===== src/hdl/gmal_pkg.sv =====
// Package for the gated moving-average level block.
// Holds shared widths, register codes, reset values and divider handshake types.
// No dependencies.
`default_nettype none

package gmal_pkg;

   localparam int DATA_W  = 16;   // Q12.4 distance and register width
   localparam int LEVEL_W = 15;   // Q8 percent
   localparam int COUNT_W = 4;    // reported sample count
   localparam int CSR_IDX_W = 2;
   localparam int DIV_W   = 32;   // divider dividend and quotient width
   localparam int STEP_W  = 6;    // divider step count, up to DIV_W
   localparam int PROD_W  = 31;   // (height - average) * full scale

   localparam logic [LEVEL_W-1:0] LEVEL_FULL = 15'd25600;

   // Register indexes
   localparam logic [CSR_IDX_W-1:0] CSR_MIN_DISTANCE    = 2'd0;
   localparam logic [CSR_IDX_W-1:0] CSR_MAX_DISTANCE    = 2'd1;
   localparam logic [CSR_IDX_W-1:0] CSR_TANK_HEIGHT     = 2'd2;
   localparam logic [CSR_IDX_W-1:0] CSR_MIN_TANK_HEIGHT = 2'd3;

   // Register reset values
   localparam logic [DATA_W-1:0] RST_MIN_DISTANCE    = 16'd32;
   localparam logic [DATA_W-1:0] RST_MAX_DISTANCE    = 16'd6400;
   localparam logic [DATA_W-1:0] RST_TANK_HEIGHT     = 16'd1600;
   localparam logic [DATA_W-1:0] RST_MIN_TANK_HEIGHT = 16'd160;

   typedef struct packed {
      logic              start;
      logic [STEP_W-1:0] steps;
   } div_req_type;

   typedef struct packed {
      logic             done;
      logic [DIV_W-1:0] quotient;
   } div_rsp_type;

endpackage

`default_nettype wire


===== src/hdl/gmal_req_if.sv =====
// Input channel of the gated moving-average level block: one distance sample.
// Depends on gmal_pkg.
`default_nettype none

interface gmal_req_if;
   logic                        valid;
   logic                        ready;
   logic [gmal_pkg::DATA_W-1:0] distance;

   modport source (output valid, output distance, input ready);
   modport sink   (input valid, input distance, output ready);
endinterface

`default_nettype wire


===== src/hdl/gmal_rsp_if.sv =====
// Result channel of the gated moving-average level block.
// Depends on gmal_pkg.
`default_nettype none

interface gmal_rsp_if;
   logic                         valid;
   logic                         ready;
   logic                         accepted;
   logic [gmal_pkg::DATA_W-1:0]  filtered_distance;
   logic [gmal_pkg::LEVEL_W-1:0] level_percent;
   logic                         window_full;
   logic [gmal_pkg::COUNT_W-1:0] sample_count;

   modport source (output valid, output accepted, output filtered_distance,
                   output level_percent, output window_full, output sample_count,
                   input ready);
   modport sink   (input valid, input accepted, input filtered_distance,
                   input level_percent, input window_full, input sample_count,
                   output ready);
endinterface

`default_nettype wire


===== src/hdl/gmal_ram.sv =====
// Generic single-write, single-read RAM with registered read data.
// No dependencies.
`default_nettype none

module gmal_ram #(
   parameter int WIDTH = 16,
   parameter int DEPTH = 8,
   localparam int ADDR_W = (DEPTH > 1) ? $clog2(DEPTH) : 1
) (
   input  wire logic              clock,
   input  wire logic              wr_en,
   input  wire logic [ADDR_W-1:0] wr_addr,
   input  wire logic [WIDTH-1:0]  wr_data,
   input  wire logic [ADDR_W-1:0] rd_addr,
   output      logic [WIDTH-1:0]  rd_data
);

   logic [WIDTH-1:0] mem_ff [DEPTH];

   always_ff @(posedge clock) begin
      if (wr_en) begin
         mem_ff[wr_addr] <= wr_data;
      end
      rd_data <= mem_ff[rd_addr];
   end

endmodule

`default_nettype wire


===== src/hdl/gmal_divider.sv =====
// Restoring serial divider, one quotient bit per cycle, 32-bit dividend, 16-bit divisor.
// Depends on gmal_pkg for widths and the request/status structs.
`default_nettype none

module gmal_divider (
   input  wire logic                          clock,
   input  wire logic                          reset,
   input  wire gmal_pkg::div_req_type         req,
   input  wire logic [gmal_pkg::DIV_W-1:0]    dividend,
   input  wire logic [gmal_pkg::DATA_W-1:0]   divisor,
   output      gmal_pkg::div_rsp_type         rsp
);

   logic [gmal_pkg::DIV_W-1:0]  quo_ff, quo_in;
   logic [gmal_pkg::DATA_W:0]   rem_ff, rem_in;
   logic [gmal_pkg::DATA_W-1:0] dsr_ff;
   logic [gmal_pkg::STEP_W-1:0] cnt_ff;
   logic                        busy_ff;
   logic                        done_ff;
   logic [gmal_pkg::DATA_W:0]   rem_shift;
   logic [gmal_pkg::STEP_W-1:0] shamt;

   assign shamt     = gmal_pkg::STEP_W'(gmal_pkg::DIV_W) - req.steps;
   assign rem_shift = {rem_ff[gmal_pkg::DATA_W-1:0], quo_ff[gmal_pkg::DIV_W-1]};

   // Trial subtract: keep the difference when the divisor fits.
   always_comb begin
      if (rem_shift >= {1'b0, dsr_ff}) begin
         rem_in = rem_shift - {1'b0, dsr_ff};
         quo_in = {quo_ff[gmal_pkg::DIV_W-2:0], 1'b1};
      end else begin
         rem_in = rem_shift;
         quo_in = {quo_ff[gmal_pkg::DIV_W-2:0], 1'b0};
      end
   end

   always_ff @(posedge clock) begin
      if (reset) begin
         busy_ff <= 1'b0;
         done_ff <= 1'b0;
         cnt_ff  <= '0;
      end else begin
         done_ff <= 1'b0;
         if (req.start) begin
            busy_ff <= 1'b1;
            cnt_ff  <= req.steps;
         end else if (busy_ff) begin
            cnt_ff <= cnt_ff - 1'b1;
            if (cnt_ff == gmal_pkg::STEP_W'(1)) begin
               busy_ff <= 1'b0;
               done_ff <= 1'b1;
            end
         end
      end
   end

   // Align the dividend so its top used bit enters first.
   always_ff @(posedge clock) begin
      if (req.start) begin
         quo_ff <= dividend << shamt;
         rem_ff <= '0;
         dsr_ff <= divisor;
      end else if (busy_ff) begin
         quo_ff <= quo_in;
         rem_ff <= rem_in;
      end
   end

   assign rsp.done     = done_ff;
   assign rsp.quotient = quo_ff;

endmodule

`default_nettype wire


===== src/hdl/gated_moving_average_level_core.sv =====
// Gated moving-average level core: top level with sequencer, window store and registers.
// Depends on gmal_pkg, gmal_req_if, gmal_rsp_if, gmal_ram and gmal_divider.
`default_nettype none

// Each distance sample (unsigned Q12.4 cm) is checked against min_distance and
// max_distance. An in-range sample replaces the oldest entry of a WINDOW-deep ring,
// updates a running sum, and the held average becomes sum / filled entries. Each sample,
// accepted or not, produces one result carrying the held average and the tank level,
// ((tank_height - average) * 25600) / tank_height in Q8 percent, clamped to 0..25600;
// the level reads zero before the first accepted sample, for a zero height, a height
// below min_tank_height, or an average at or above the height. One shared serial
// divider, one quotient bit per cycle, does both divisions, and the block takes one
// sample at a time: an accepted sample passes the read, average division, level step,
// level division and output states in turn; a rejected one goes straight to the level
// step. When the level reads zero its division is skipped. The result sits in an output
// register, so the next sample may be taken while a result waits. The user must write
// registers through csr_we/csr_index/csr_wdata only while the block is idle; the block
// itself does not enforce this. Written while idle, they take effect on the next sample.
module gated_moving_average_level_core #(
   parameter int WINDOW = 8
) (
   input  wire logic                             clock,
   input  wire logic                             reset,
   gmal_req_if.sink                              req_chan,
   gmal_rsp_if.source                            rsp_chan,
   input  wire logic                             csr_we,
   input  wire logic [gmal_pkg::CSR_IDX_W-1:0]   csr_index,
   input  wire logic [gmal_pkg::DATA_W-1:0]      csr_wdata
);

   localparam int SLOT_W = (WINDOW > 1) ? $clog2(WINDOW) : 1;
   localparam int CNT_W  = $clog2(WINDOW + 1);
   localparam int SUM_W  = gmal_pkg::DATA_W + $clog2(WINDOW);
   localparam int DW     = gmal_pkg::DATA_W;

   localparam logic [2:0] S_IDLE     = 3'd0;
   localparam logic [2:0] S_READ     = 3'd1;
   localparam logic [2:0] S_AVG      = 3'd2;
   localparam logic [2:0] S_AVG_WAIT = 3'd3;
   localparam logic [2:0] S_LEVEL    = 3'd4;
   localparam logic [2:0] S_LVL_DIV  = 3'd5;
   localparam logic [2:0] S_LVL_WAIT = 3'd6;
   localparam logic [2:0] S_OUT      = 3'd7;

   // Configuration registers
   logic [DW-1:0] min_dist_ff, max_dist_ff, height_ff, min_height_ff;

   // Filter state
   logic [2:0]        state_ff, state_in;
   logic [SUM_W-1:0]  sum_ff;
   logic [SLOT_W-1:0] slot_ff;
   logic [CNT_W-1:0]  count_ff;
   logic [DW-1:0]     avg_ff;

   // Per-sample working registers
   logic [DW-1:0]                   samp_ff;
   logic                            acc_ff;
   logic [gmal_pkg::PROD_W-1:0]     prod_ff;
   logic [gmal_pkg::LEVEL_W-1:0]    lvl_ff;

   // Output register
   logic                            rsp_valid_ff;
   logic                            rsp_acc_ff;
   logic [DW-1:0]                   rsp_avg_ff;
   logic [gmal_pkg::LEVEL_W-1:0]    rsp_lvl_ff;
   logic                            rsp_full_ff;
   logic [gmal_pkg::COUNT_W-1:0]    rsp_cnt_ff;

   logic                   req_xfer;
   logic                   in_range;
   logic                   ring_full;
   logic                   ring_we;
   logic [DW-1:0]          old_samp;
   logic                   level_zero;
   logic [DW-1:0]          height_diff;
   logic                   out_load;

   gmal_pkg::div_req_type        div_req;
   gmal_pkg::div_rsp_type        div_rsp;
   logic [gmal_pkg::DIV_W-1:0]   div_dividend;
   logic [DW-1:0]                div_divisor;

   assign req_chan.ready = (state_ff == S_IDLE);
   assign req_xfer       = req_chan.valid && req_chan.ready;
   assign in_range       = (req_chan.distance >= min_dist_ff) &&
                           (req_chan.distance <= max_dist_ff);
   assign ring_full      = (count_ff >= CNT_W'(WINDOW));
   assign ring_we        = (state_ff == S_READ);

   assign level_zero  = (count_ff == '0) || (height_ff == '0) ||
                        (height_ff < min_height_ff) || (avg_ff >= height_ff);
   assign height_diff = height_ff - avg_ff;

   assign out_load = (state_ff == S_OUT) && (!rsp_valid_ff || rsp_chan.ready);

   // Ring read address follows the write slot, so the entry to retire is ready in S_READ.
   gmal_ram #(
      .WIDTH (DW),
      .DEPTH (WINDOW)
   ) u_ring (
      .clock   (clock),
      .wr_en   (ring_we),
      .wr_addr (slot_ff),
      .wr_data (samp_ff),
      .rd_addr (slot_ff),
      .rd_data (old_samp)
   );

   // Share one divider between the average and the level.
   always_comb begin
      div_req.start = 1'b0;
      div_req.steps = gmal_pkg::STEP_W'(SUM_W);
      div_dividend  = gmal_pkg::DIV_W'(sum_ff);
      div_divisor   = DW'(count_ff);
      case (state_ff)
         S_AVG: begin
            div_req.start = 1'b1;
         end
         S_LVL_DIV: begin
            div_req.start = 1'b1;
            div_req.steps = gmal_pkg::STEP_W'(gmal_pkg::PROD_W);
            div_dividend  = gmal_pkg::DIV_W'(prod_ff);
            div_divisor   = height_ff;
         end
         default: begin
            div_req.start = 1'b0;
         end
      endcase
   end

   gmal_divider u_div (
      .clock    (clock),
      .reset    (reset),
      .req      (div_req),
      .dividend (div_dividend),
      .divisor  (div_divisor),
      .rsp      (div_rsp)
   );

   // Sequencer
   always_comb begin
      state_in = state_ff;
      case (state_ff)
         S_IDLE: begin
            if (req_xfer) begin
               state_in = in_range ? S_READ : S_LEVEL;
            end
         end
         S_READ:     state_in = S_AVG;
         S_AVG:      state_in = S_AVG_WAIT;
         S_AVG_WAIT: begin
            if (div_rsp.done) begin
               state_in = S_LEVEL;
            end
         end
         S_LEVEL:    state_in = level_zero ? S_OUT : S_LVL_DIV;
         S_LVL_DIV:  state_in = S_LVL_WAIT;
         S_LVL_WAIT: begin
            if (div_rsp.done) begin
               state_in = S_OUT;
            end
         end
         S_OUT: begin
            if (out_load) begin
               state_in = S_IDLE;
            end
         end
         default:    state_in = S_IDLE;
      endcase
   end

   // Control state and filter state
   always_ff @(posedge clock) begin
      if (reset) begin
         state_ff      <= S_IDLE;
         sum_ff        <= '0;
         slot_ff       <= '0;
         count_ff      <= '0;
         avg_ff        <= '0;
         rsp_valid_ff  <= 1'b0;
         min_dist_ff   <= gmal_pkg::RST_MIN_DISTANCE;
         max_dist_ff   <= gmal_pkg::RST_MAX_DISTANCE;
         height_ff     <= gmal_pkg::RST_TANK_HEIGHT;
         min_height_ff <= gmal_pkg::RST_MIN_TANK_HEIGHT;
      end else begin
         state_ff <= state_in;

         if (csr_we) begin
            case (csr_index)
               gmal_pkg::CSR_MIN_DISTANCE:    min_dist_ff   <= csr_wdata;
               gmal_pkg::CSR_MAX_DISTANCE:    max_dist_ff   <= csr_wdata;
               gmal_pkg::CSR_TANK_HEIGHT:     height_ff     <= csr_wdata;
               gmal_pkg::CSR_MIN_TANK_HEIGHT: min_height_ff <= csr_wdata;
               default: begin
               end
            endcase
         end

         // Retire the oldest entry once the ring is full, then add the new sample.
         if (state_ff == S_READ) begin
            if (ring_full) begin
               sum_ff <= sum_ff - SUM_W'(old_samp) + SUM_W'(samp_ff);
            end else begin
               sum_ff   <= sum_ff + SUM_W'(samp_ff);
               count_ff <= count_ff + 1'b1;
            end
            if (slot_ff == SLOT_W'(WINDOW - 1)) begin
               slot_ff <= '0;
            end else begin
               slot_ff <= slot_ff + 1'b1;
            end
         end

         if (state_ff == S_AVG_WAIT && div_rsp.done) begin
            avg_ff <= div_rsp.quotient[DW-1:0];
         end

         // Hold the result until the sink takes it.
         if (out_load) begin
            rsp_valid_ff <= 1'b1;
         end else if (rsp_chan.ready) begin
            rsp_valid_ff <= 1'b0;
         end
      end
   end

   // Payload registers
   always_ff @(posedge clock) begin
      if (req_xfer) begin
         samp_ff <= req_chan.distance;
         acc_ff  <= in_range;
      end

      if (state_ff == S_LEVEL) begin
         prod_ff <= gmal_pkg::PROD_W'(height_diff) * gmal_pkg::PROD_W'(gmal_pkg::LEVEL_FULL);
         lvl_ff  <= '0;
      end

      // Clamp to full scale.
      if (state_ff == S_LVL_WAIT && div_rsp.done) begin
         if (div_rsp.quotient > gmal_pkg::DIV_W'(gmal_pkg::LEVEL_FULL)) begin
            lvl_ff <= gmal_pkg::LEVEL_FULL;
         end else begin
            lvl_ff <= div_rsp.quotient[gmal_pkg::LEVEL_W-1:0];
         end
      end

      if (out_load) begin
         rsp_acc_ff  <= acc_ff;
         rsp_avg_ff  <= avg_ff;
         rsp_lvl_ff  <= lvl_ff;
         rsp_full_ff <= ring_full;
         rsp_cnt_ff  <= gmal_pkg::COUNT_W'(count_ff);
      end
   end

   assign rsp_chan.valid             = rsp_valid_ff;
   assign rsp_chan.accepted          = rsp_acc_ff;
   assign rsp_chan.filtered_distance = rsp_avg_ff;
   assign rsp_chan.level_percent     = rsp_lvl_ff;
   assign rsp_chan.window_full       = rsp_full_ff;
   assign rsp_chan.sample_count      = rsp_cnt_ff;

endmodule

`default_nettype wire


===== src/flat_wrapper.sv =====
// flat-port wrapper written by rule: the top's interface ports become plain ports
module gated_moving_average_level_core_flat 
#(
   parameter int WINDOW = 8
)
  (clock, reset, csr_we, csr_index, csr_wdata, req_chan_valid, req_chan_distance, req_chan_ready, rsp_chan_valid, rsp_chan_accepted, rsp_chan_filtered_distance, rsp_chan_level_percent, rsp_chan_window_full, rsp_chan_sample_count, rsp_chan_ready);
  gmal_req_if req_chan_i ();
  gmal_rsp_if rsp_chan_i ();
  input  wire logic clock;
  input  wire logic reset;
  input  wire logic csr_we;
  input  wire logic [gmal_pkg::CSR_IDX_W-1:0] csr_index;
  input  wire logic [gmal_pkg::DATA_W-1:0] csr_wdata;
  input wire logic [$bits(req_chan_i.valid)-1:0] req_chan_valid;
  input wire logic [$bits(req_chan_i.distance)-1:0] req_chan_distance;
  output wire logic [$bits(req_chan_i.ready)-1:0] req_chan_ready;
  output wire logic [$bits(rsp_chan_i.valid)-1:0] rsp_chan_valid;
  output wire logic [$bits(rsp_chan_i.accepted)-1:0] rsp_chan_accepted;
  output wire logic [$bits(rsp_chan_i.filtered_distance)-1:0] rsp_chan_filtered_distance;
  output wire logic [$bits(rsp_chan_i.level_percent)-1:0] rsp_chan_level_percent;
  output wire logic [$bits(rsp_chan_i.window_full)-1:0] rsp_chan_window_full;
  output wire logic [$bits(rsp_chan_i.sample_count)-1:0] rsp_chan_sample_count;
  input wire logic [$bits(rsp_chan_i.ready)-1:0] rsp_chan_ready;
  assign req_chan_i.valid = req_chan_valid;
  assign req_chan_i.distance = req_chan_distance;
  assign req_chan_ready = req_chan_i.ready;
  assign rsp_chan_valid = rsp_chan_i.valid;
  assign rsp_chan_accepted = rsp_chan_i.accepted;
  assign rsp_chan_filtered_distance = rsp_chan_i.filtered_distance;
  assign rsp_chan_level_percent = rsp_chan_i.level_percent;
  assign rsp_chan_window_full = rsp_chan_i.window_full;
  assign rsp_chan_sample_count = rsp_chan_i.sample_count;
  assign rsp_chan_i.ready = rsp_chan_ready;
  gated_moving_average_level_core #(.WINDOW(WINDOW)) u_core (.clock(clock), .reset(reset), .req_chan(req_chan_i), .rsp_chan(rsp_chan_i), .csr_we(csr_we), .csr_index(csr_index), .csr_wdata(csr_wdata));
endmodule

===== config.mk =====
export PLATFORM = sky130hd
export DESIGN_NAME = gated_moving_average_level_core_flat
export DESIGN_NICKNAME = d
export VERILOG_FILES = /design/src/hdl/gmal_pkg.sv /design/src/hdl/gmal_req_if.sv /design/src/hdl/gmal_rsp_if.sv /design/src/hdl/gmal_ram.sv /design/src/hdl/gmal_divider.sv /design/src/hdl/gated_moving_average_level_core.sv /design/src/flat_wrapper.sv
export SDC_FILE = /design/constraint.sdc
export NUM_CORES = 1
export LEC_CHECK = 0
export BUFFER_PORTS_ARGS = -buffer_cell sky130_fd_sc_hd__buf_2
export CAP_MARGIN = 5
export CORE_MARGIN = 5
export CORE_UTILIZATION = 40
export CTS_CLUSTER_SIZE = 25
export DETAILED_ROUTE_END_ITERATION = 7
export GPL_TIMING_DRIVEN = 0
export SYNTH_ARGS = -nofsm -noshare
export SYNTH_HDL_FRONTEND = slang
export SYNTH_HIERARCHICAL = 1
export SYNTH_SLANG_ARGS = --single-unit

===== constraint.sdc =====
create_clock -name clock -period 6.7 [get_ports clock]
set_input_delay 1.34 -clock clock [delete_from_list [all_inputs] [get_ports clock]]
set_output_delay 1.34 -clock clock [all_outputs]
set_load 0.005 [all_outputs]

# ---- After elaboration in Yosys (flattened, before gate mapping)
# Memory sizes are Yosys's and may differ from the RTL's. A register that Yosys moved wholly into a read port is not among the register bits.
# Cells that the tools add are included.
# Widths: inputs -> output; s select.
dict set report word_totals {
  register_bits 272
  mem_bits_rw 128
  out_inout_bits 39
  elab_cells 118
  n_memories 1
}
# name depth word_bits read_ports rd_ports_with_merged_regs wr line
set memory_table {}
lappend memory_table {u_core.u_ring.mem_ff 8 16 1 1 1 gmal_ram.sv:18} ;# logic [WIDTH-1:0] mem_ff [DEPTH];
dict set report classes {
  n_addsub 9
  multipliers 1
  magnitude_cmp 7
  n_eq_ne 16
  shifts 1
  mux 30
  bitwise 2
  n_reduce_logical 25
}
# op count
set op_table {}
lappend op_table {{$mux 32} 2}
lappend op_table {{$mux 15} 3}
lappend op_table {{$add 19x16->19} 2}
lappend op_table {{$ge 16x16->1} 2}
lappend op_table {{$gt 32x15->1 const B} 1}
lappend op_table {{$shl 32x6->32} 1}
lappend op_table {{$sub 16x16->16} 2}
lappend op_table {{$mux 31} 1}
lappend op_table {{$pmux 3 s8} 1}
lappend op_table {{$mul 16x5->21 const B} 1}
lappend op_table {{$mux 19} 1}
lappend op_table {{$sub 19x16->19} 1}
lappend op_table {{$mux 3} 6}
lappend op_table {{$ge 17x16->1} 1}
lappend op_table {{$le 16x16->1} 1}
lappend op_table {{$logic_not 16->1} 1}
lappend op_table {{$lt 16x16->1} 1}
lappend op_table {{$mux 16} 1}
lappend op_table {{$eq 3x3->1 const B} 5}
lappend op_table {{$mux 6} 2}
lappend op_table {{$mux 1} 10}
lappend op_table {{$reduce_and 2->1} 5}
lappend op_table {{$mux 4} 2}
lappend op_table {{$eq 3x2->1 const B} 2}
lappend op_table {{23 further kinds} 36}

# ---- Longest topological paths before layout
# Gate-level depths: netlist of the first run.
dict set report depth {
  depth_word 6
  ltp_mapped 26
}

# ---- Hierarchy
# The synthesis of the first run kept the hierarchy.
# module instances cells_each area_each_um2 seq_area_each_um2
set modules_own_cells {}
lappend modules_own_cells {gated_moving_average_level_core 1 1450 13003.7 4904.7}
lappend modules_own_cells {gmal_divider 1 569 5295.1 1921.8}
lappend modules_own_cells {gmal_ram 1 214 5293.8 4164.0}

# ---- Worst setup path before layout of the first run
# OpenSTA, ideal clock, no wires.
dict set report synth_timing {
  path_kind {reg-to-reg}
  from {register u_core.height_ff[0]}
  to {register u_core/prod_ff[30] in the netlist's numbering, data pin}
  setup_time_ns 0.260
  t_arrival_ns 4.858
  path_slack_ns 1.582
  path_stages_with_launch 27
  n_path_buf 0
  synth_period_minus_slack_ns 5.118
  cell_sequence {dfxtp_1 inv_1 ha_1 inv_1 fa_1 a21o_1 a21oi_1 o21bai_1 a21oi_1 o21bai_1 a21oi_1 o21bai_1 a21oi_1 xnor2_1 ha_1 ha_1 inv_1 fa_1 inv_1 ha_1 and3_1 a31oi_1 a21oi_1 a31oi_1 o21bai_1 a21oi_1 xnor2_1}
}
dict set report synth_between {
  elab_chain_cells 2
}
# item line
set synth_rtl {}
lappend synth_rtl {{from (decl)} gated_moving_average_level_core.sv:46} ;# logic [DW-1:0] min_dist_ff, max_dist_ff, height_ff, min_height_ff;
lappend synth_rtl {{from (signal assigned)} gated_moving_average_level_core.sv:183} ;# height_ff <= gmal_pkg::RST_TANK_HEIGHT;
lappend synth_rtl {{from (signal assigned)} gated_moving_average_level_core.sv:192} ;# gmal_pkg::CSR_TANK_HEIGHT: height_ff <= csr_wdata;
lappend synth_rtl {{$sub 16x16->16} gated_moving_average_level_core.sv:92} ;# assign height_diff = height_ff - avg_ff;
lappend synth_rtl {{$mul 16x5->21} gated_moving_average_level_core.sv:235} ;# prod_ff <= gmal_pkg::PROD_W'(height_diff) * gmal_pkg::PROD_W'(gmal_pkg::LEVEL_FULL);
lappend synth_rtl {{to (signal assigned)} gated_moving_average_level_core.sv:235}
lappend synth_rtl {{to (decl)} gated_moving_average_level_core.sv:58} ;# logic [gmal_pkg::PROD_W-1:0] prod_ff;
# Every way passes these cells.
# A chain may end at the register's enable or synchronous reset.

# ---- Worst setup path in the final report of the first run
# Ends and elaborated chain as after synthesis.

==> summary.md, run 1 <==
| Metric | Value |
|---|---|
| Setup WS pre-CTS | 0.899 ns |
| Sink Count | 416 |
| Final TNS setup | 0 ns |
| Die X | 253 µm |
| Cell Area, Synth | 0.0236 mm² |
| Period utilization | 87.4% |
| Peak supply drop | 0.000203 V |
| Final Setup Violations | 0 |
| Num CTS Buffers | 46 |
| Arr. time, crit path | 6.18 ns |
| Post-layout util | 45.8% |
| Share of cells above drive strength 1 | 11.7% |
| Final Hold Fails | 0 |
| I/O pin cnt | 78 |
| Post-Synthesis Cells | 2233 |
| Synth Area in Compound Gates | 12.9% |
| DRT iter0 DRCs | 1282 |
| Final Slew Violations | 0 |
| RePlAce Congestion | 0.926 |
| Largest net degree at the start of global routing | 33 |
| Fin Hold WS | 0.419 ns |
| Critical Path Fanout Max | 4 |
| First-pass GRT wire length | 96.8 mm |
| Largest family of logic cells by synthesized area | compound AO/OA/AOI/OAI gates |
| Final wirelength | 62.7 mm |
| Outcome | complete, no violations |
| Setup ws final | 0.847 ns |
| Post-route DRC | 0 |
| DPL Wire Length | 47.8 mm |
| Critical Path Start Type | flop |
| Grt total ovfl | 0 |
| H-tree levels | 2 |
| Fillers | 5392 |
| Worst skew pair latency | 0.59 ns |
| CORE AREA | 0.0587 mm² |
| Critical path destination | u_core/prod_ff[30]$_DFFE_PP_ |
| XOR/XNOR share of the synthesized area | 3.12% |
| Clock Skews | 0.0326 ns |
| WL/cell | 19.6 µm |
| Power per cell area | 394 mW/mm² |
| Remaining antenna violation count | 0 |
| Worst Setup SP | u_core/height_ff[0]$_SDFFE_PP0P_ |
| Starting Density | 40.2% |
| CTS Buffer Depth | 3 |
| #FFs+latches synth | 416 |
| Initial antenna violation count | 2 |
| Yosys cell types | 90 |
| Max_slew headroom | 13.9% |
| RR Endpoint | u_core/prod_ff[30]$_DFFE_PP_ |
| Avg Vias per Cell | 5.39 |
| Total global-route track usage | 19.3% |
| Ys async rst share | 0% |
| RR Startpoint | u_core/height_ff[0]$_SDFFE_PP0P_ |
| Post-CTS Setup Repair Bufs | 0 |
| Post-placement cell area | 0.0252 mm² |
| Worst EP required | 7.03 ns |
| Design Area, Final | 0.0269 mm² |
| IO buf count | 76 |
| P&R area growth vs syn | 13.9% |
| R2R cell count | 26 |
| Post-cts sizing count | 0 |
| DIE HEIGHT | 253 µm |
| Post-synthesis mux area share | 7.64% |
| Row count | 89 |
| Fmax | 171 MHz |
| Simple-gate share of the synthesized area | 12.1% |
| Tot Pwr | 10.6 mW |
| Most common cell after layout, fill and taps aside | nand2_1 |
| R2R setup slack | 0.85 ns |
| Inst Count DP | 3108 |
| Vias in the first global route | 16952 |
| Synth Flop Type | edfxtp_1 |
| Post-Synth Adder-Cell Area | 11.8% |
| CTS root buf | clkbuf_16 |
| Warnings, synthesis | 6 |
| Worst Hold Class | reg2reg |
| Worst setup EP type | flop |
| Static Leak | 10.6 nW |
| Clk pin slew, worst setup/hold paths | 0.07 ns |
| ANT cells | 0 |
| Most frequent cells in the layout | nand2_1 (280), edfxtp_1 (266), inv_1 (240) |
| Routed vias | 17226 |
| Post-synth EDFFs | 266 |
| Max Cap Viol | 0 |
| RSZ-0062 raised after global routing | false |
| CTS tree | built |
| DIE AREA | 0.0639 mm² |
| Setup CP Type | reg2reg |
| Syn Area/Cell | 10.6 µm² |
| Register area share after synthesis | 46.6% |
| Worst slew pin tran | 1.29 ns |
| Final #Nets | 2626 |
| Fin crit period | 5.85 ns |
| Non-Filler Instances | 3194 |
| Drt pass-1 iters | 5 |
| CTS Hold Bufs | 0 |
-- routing by layer --
layer | vias to the layer above | GRT usage (%) | wire length [µm]
li1 | 8245 | - | -
met1 | 8358 | 26.7 | 28400
met2 | 508 | 31.0 | 28500
met3 | 113 | 3.38 | 3870
met4 | 2 | 5.82 | 1910
met5 | - | 0 | 20
-- cell families (layout without fill, tap and decap cells) --
kind of cell / Yosys count / after routing
flops: 416 / 416
mux: 102 / 102
xor+xnor: 84 / 84
simple gates: 622 / 622
other cells: 2 / 18
compound gates: 467 / 467
fa+ha+maj: 204 / 204
buf+inv: 336 / 508
-- final cells by class --
| type | instances | area, µm² | share of cell area [%] |
|---|---|---|---|
| repair buffers | 86 | 574 | 2.14 |
| inverters | 242 | 908 | 3.38 |
| clock inverters | 27 | 395 | 1.47 |
| flip-flops and latches | 416 | 11000 | 40.9 |
| plain buffers | 94 | 494 | 1.84 |
| multi-input cells | 1497 | 11300 | 42.0 |
| clock buffers | 59 | 1250 | 4.66 |
| well taps | 773 | 967 | 3.60 |
-- flip-flops by register name, indices dropped and copies added, names as in the netlist, 16 cells and up --
signal and cells:
u_core/avg_ff 16, u_core/height_ff 16, u_core/max_dist_ff 16, u_core/min_dist_ff 16, u_core/min_height_ff 16, u_core/prod_ff 21, u_core/rsp_chan.filtered_distance 16, u_core/samp_ff 16
u_core/sum_ff 19, u_core/u_div/dsr_ff 16, u_core/u_div/quo_ff 32, u_core/u_div/rem_ff 16, u_core/u_ring/mem_ff 128, u_core/u_ring/rd_data 16
-- worst min path at each step --
stage                                               from                                    endpoint  slack (ns)  cells past startpoint
final                     u_core/lvl_ff[0]$_SDFFCE_PN0P_  u_core/rsp_chan.level_percent[0]$_DFFE_PP_        0.42                      0
after global routing      u_core/lvl_ff[3]$_SDFFCE_PN0P_  u_core/rsp_chan.level_percent[3]$_DFFE_PP_        0.43                      0
after detailed placement  u_core/lvl_ff[3]$_SDFFCE_PN0P_  u_core/rsp_chan.level_percent[3]$_DFFE_PP_        0.41                      0
after global placement    u_core/lvl_ff[4]$_SDFFCE_PN0P_  u_core/rsp_chan.level_percent[4]$_DFFE_PP_        0.40                      0
after CTS                 u_core/lvl_ff[0]$_SDFFCE_PN0P_  u_core/rsp_chan.level_percent[0]$_DFFE_PP_        0.42                      0
after floorplan                  u_core/acc_ff$_DFFE_PP_          u_core/rsp_chan.accepted$_DFFE_PP_        0.40                      0
-- cell usage after synthesis (8+ instances only) --
cell type    n  share of area [%]
a211o_1     10               0.37
a211oi_1    39                1.2
a21o_1      32                1.0
a21oi_1    168                3.6
a31oi_1     10               0.27
a32oi_1      9               0.33
and2_1      42                1.1
and3_1       9               0.24
buf_1        9               0.14
buf_2       12               0.25
buf_6        8               0.38
clkbuf_1    55               0.88
dfxtp_1    150                 13
edfxtp_1   266                 34
fa_1        30                2.5
ha_1       174                9.2
inv_1      240                3.8
mux2_2      21                1.0
mux2i_1     29                1.2
mux4_1      28                3.1
mux4_2      24                2.3
nand2_1    280                4.5
nand2b_1    20               0.53
nand3_1     36               0.76
nand4_1     16               0.42
nor2_1     124                2.0
nor2b_1     16               0.42
nor3_1      30               0.64
nor4_1      12               0.32
o211ai_1    11               0.35
o21a_1      11               0.35
o21ai_0     75                1.6
o21bai_1    13               0.41
o22ai_1     17               0.45
o31ai_1      9               0.29
xnor2_1     51                1.9
xor2_1      33                1.2
-- worst max-delay path: stages (launching register included) --
cell and delay [ns]:
dfxtp_1 0.38, inv_1 0.17, ha_1 0.18, inv_1 0.05
fa_1 0.40, a21o_1 0.18, a21oi_1 0.22, o21bai_1 0.10
a21oi_1 0.28, o21bai_1 0.10, a21oi_1 0.22, o21bai_1 0.09
a21oi_1 0.25, xnor2_1 0.21, ha_1 0.29, ha_1 0.28
inv_1 0.05, fa_1 0.54, inv_1 0.04, ha_1 0.34
and3_1 0.20, a31oi_1 0.23, a21oi_1 0.16, a31oi_1 0.28
o21bai_1 0.11, a21oi_1 0.18, xnor2_1 0.08
-- report_power, final --
part / total (mW) / switching, mW / internal (mW)
clock network: 2.75 / 1.10 / 1.65
registers: 3.72 / 0.353 / 3.36
logic: 4.13 / 2.45 / 1.68
(Power assumes the default switching activity.)
==> inputs of run 2 (changes only) <==
--- a/config.mk
+++ b/config.mk
@@ -6,4 +6,5 @@
 export NUM_CORES = 1
 export LEC_CHECK = 0
+export ABC_AREA = 1
 export BUFFER_PORTS_ARGS = -buffer_cell sky130_fd_sc_hd__buf_2
 export CAP_MARGIN = 5
@@ -13,4 +14,5 @@
 export DETAILED_ROUTE_END_ITERATION = 7
 export GPL_TIMING_DRIVEN = 0
+export PLACE_DENSITY = 0.53
 export SYNTH_ARGS = -nofsm -noshare
 export SYNTH_HDL_FRONTEND = slang
==> constraint.sdc (replaced) <==
create_clock -name clock -period 6.7 [get_ports clock]
set_input_delay 2.01 -clock clock [delete_from_list [all_inputs] [get_ports clock]]
set_output_delay 2.01 -clock clock [all_outputs]
set_load 0.005 [all_outputs]
==> run 2 against run 1 <==
Compared with the run above:
- sequential cell count unchanged
- clock power down 5%
- critical path depth down 2
- synthesized cell count up 42%
- highest routed layer is now met4
- worst setup slack better by 1.1 ns
- via count up 23%
- die area up 6.5%
- total power up 9.0%
==> summary.md, run 2 <==
| Metric | Value |
|---|---|
| Grt total ovfl | 0 |
| Num CTS Buffers | 49 |
| Starting Density | 40.2% |
| First-pass GRT wire length | 118 mm |
| ANT cells | 0 |
| Fin crit period | 4.70 ns |
| Worst setup EP type | flop |
| Final Setup Violations | 0 |
| Register area share after synthesis | 43.6% |
| Synth top area share | 31.7% |
| Number of flip-flops under the largest register name | 128 |
| R2R cell count | 24 |
| Drt pass-1 iters | 7 |
| Setup ws final | 2.00 ns |
| RR Startpoint | u_core/height_ff[0]$_SDFFE_PP0P_ |
| Vias in the first global route | 20606 |
| Most numerous cell in the Yosys netlist | nand2_1 |
| Met1 usage | 31.8% |
| Yosys cell types | 57 |
| Regs by FF count | u_core/u_ring/mem_ff x128, u_core/u_div/quo_ff x32, u_core/prod_ff x21 |
| Fmax | 213 MHz |
| Row count | 92 |
| Post-Synthesis Cells | 3177 |
| Met3 GRT Util | 2.60% |
| #FFs+latches synth | 416 |
| RSZ-0062 raised after global routing | false |
| Critical Path Start Type | flop |
| CTS root buf | clkbuf_16 |
| Share of cells above drive strength 1 | 8.73% |
| Final #Nets | 3572 |
| Critical Path Fanout Max | 6 |
| Peak supply drop | 0.000188 V |
| Critical path destination | u_core/prod_ff[27]$_DFFE_PP_ |
| Clk pin slew, worst setup/hold paths | 0.06 ns |
| DIE HEIGHT | 261 µm |
| Most common cell after layout, fill and taps aside | nand2_1 |
| Largest net degree at the start of global routing | 33 |
| Post-CTS Setup Repair Bufs | 0 |
| Final Hold Fails | 0 |
| Ys async rst share | 0% |
| Worst slew pin tran | 1.19 ns |
| Non-Filler Instances | 4215 |
| Post-cts sizing count | 0 |
| I/O pin cnt | 78 |
| Worst skew pair latency | 0.61 ns |
| Inst Count DP | 4124 |
| Total global-route track usage | 22.3% |
| Final wirelength | 76.7 mm |
| H-tree levels | 2 |
| DPL Wire Length | 59.6 mm |
| Avg Vias per Cell | 5.03 |
| Synth Flop Type | edfxtp_1 |
| Max Cap Viol | 0 |
| Post-synth EDFFs | 266 |
| Clock Skews | 0.0355 ns |
| CORE AREA | 0.0627 mm² |
| P&R area growth vs syn | 13.0% |
| Worst EP required | 7.11 ns |
| Cell Area, Synth | 0.0252 mm² |
| Area of the multi-input gates | 0.0116 mm² |
| DIE AREA | 0.0681 mm² |
| Max_slew headroom | 20.5% |
| Routed vias | 21215 |
| Cell taking the most area after synthesis | edfxtp_1 |
| Power per cell area | 406 mW/mm² |
| Syn Area/Cell | 7.93 µm² |
| Design Area, Final | 0.0285 mm² |
| Sink Count | 416 |
| Most frequent cells in the layout | nand2_1 (825), inv_1 (552), nand3_1 (272) |
| IO buf count | 77 |
| Global route hottest layer | met2 |
| Met2 global-route usage | 36.4% |
| Outcome | complete, no violations |
| Arr. time, crit path | 5.11 ns |
| Largest register by flop count | u_core/u_ring/mem_ff |
| Setup CP Type | reg2reg |
| Post-placement cell area | 0.0269 mm² |
| Remaining antenna violation count | 0 |
| Final Slew Violations | 0 |
| CTS tree | built |
| Post-layout util | 45.4% |
| Worst Setup SP | u_core/height_ff[0]$_SDFFE_PP0P_ |
| Top area cells in the synthesized netlist | edfxtp_1 (32%), nand2_1 (12%), dfxtp_1 (12%) |
| DRT iter0 DRCs | 1730 |
| Post-route DRC | 0 |
| WL/cell | 18.2 µm |
| Most common library cells after synthesis | nand2_1 (825), inv_1 (552), nand3_1 (272) |
| Fillers | 6312 |
| Warnings, synthesis | 6 |
| Die X | 261 µm |
| CTS Hold Bufs | 0 |
| Worst Hold Class | reg2reg |
| Sequential Area | 0.0110 mm² |
| Period utilization | 70.2% |
| Static Leak | 13.4 nW |
| RR Endpoint | u_core/prod_ff[27]$_DFFE_PP_ |
| Setup WS pre-CTS | 2.02 ns |
| CTS Buffer Depth | 3 |
| Initial antenna violation count | 0 |
| RePlAce Congestion | 0.931 |
| R2R setup slack | 2.00 ns |
run 2: cell count changes after synthesis, moves of 29 or more:
cell	delta
a211oi_1	-36
a21oi_1	+49
and2_1	-31
inv_1	+312
mux2i_1	-29
nand2_1	+545
nand3_1	+236
nor2_1	+54
o21ai_0	+83
o21ai_1	+29
xnor2_1	-37
run 2: stage by stage:
| step | hold WS (ns) | TNS (ns) | power (mW) |
|---|---|---|---|
| 6_report | 0.419 | 0 | 11.5 |
| 5_1_grt | 0.424 | 0 | 12.5 |
| 4_1_cts | 0.421 | 0 | 11.6 |
| 3_5_place_dp | 0.407 | 0 | 8.90 |
| 3_3_place_gp | 0.402 | -18.70 | 8.83 |
| 2_1_floorplan | 0.400 | 0 | 7.37 |
run 2: worst min path at each step:
stage	from	to	slack, ns	cells past startpoint
after detailed placement	u_core/lvl_ff[11]$_SDFFCE_PN0P_	u_core/rsp_chan.level_percent[11]$_DFFE_PP_	0.41	0
after global routing	u_core/lvl_ff[12]$_SDFFCE_PN0P_	u_core/rsp_chan.level_percent[12]$_DFFE_PP_	0.42	0
after floorplan	u_core/acc_ff$_DFFE_PP_	u_core/rsp_chan.accepted$_DFFE_PP_	0.40	0
after CTS	u_core/lvl_ff[11]$_SDFFCE_PN0P_	u_core/rsp_chan.level_percent[11]$_DFFE_PP_	0.42	0
final	u_core/lvl_ff[12]$_SDFFCE_PN0P_	u_core/rsp_chan.level_percent[12]$_DFFE_PP_	0.42	0
after global placement	u_core/lvl_ff[6]$_SDFFCE_PN0P_	u_core/rsp_chan.level_percent[6]$_DFFE_PP_	0.40	0
run 2: area by class of cell:
type                       instances  area share, %
buffer                            98           1.84
clock buffer                      63           4.56
clock inverter                    28          0.971
inverter                         566           7.46
multi-input combinational       2108           40.9
sequential                       416           38.6
tap                              846           3.72
timing repair buffer              90           1.96
run 2: report_power, final:
| group | switching [mW] | internal, mW |
|---|---|---|
| clock network | 1.11 | 1.50 |
| logic | 3.37 | 1.71 |
| registers | 0.445 | 3.41 |
| total | 4.93 | 6.61 |
run 2: per-layer routing:
layer  wire length, µm  share of wire, %
met3              3670               4.8
met2             34900                46
met5                 0                 0
met4              1870               2.4
met1             36200                47
run 2: worst max-delay path: stages, from the launching register on:
cell and delay [ns]:
dfxtp_1 0.31, inv_1 0.14, ha_1 0.16, inv_1 0.06, fa_1 0.40, nand3_1 0.09
nand2_1 0.10, nand2_1 0.09, nand2_2 0.11, a31o_2 0.24, xnor2_2 0.22, inv_1 0.10
ha_1 0.30, ha_1 0.28, inv_1 0.05, fa_1 0.52, inv_1 0.04, ha_1 0.39
nand2_1 0.09, nor2_1 0.13, nand3_1 0.10, nand4_1 0.17, nand3_1 0.11, nand3_1 0.09
xor2_1 0.21
run 2: cell families after synthesis:
kind of cell,Yosys count,synth area share [%]
other cells,2,0.0298
simple gates,1383,23.2
fa+ha+maj,204,11.0
buf+inv,664,10.5
flops,416,43.6
xor+xnor,46,1.78
compound gates,462,9.86
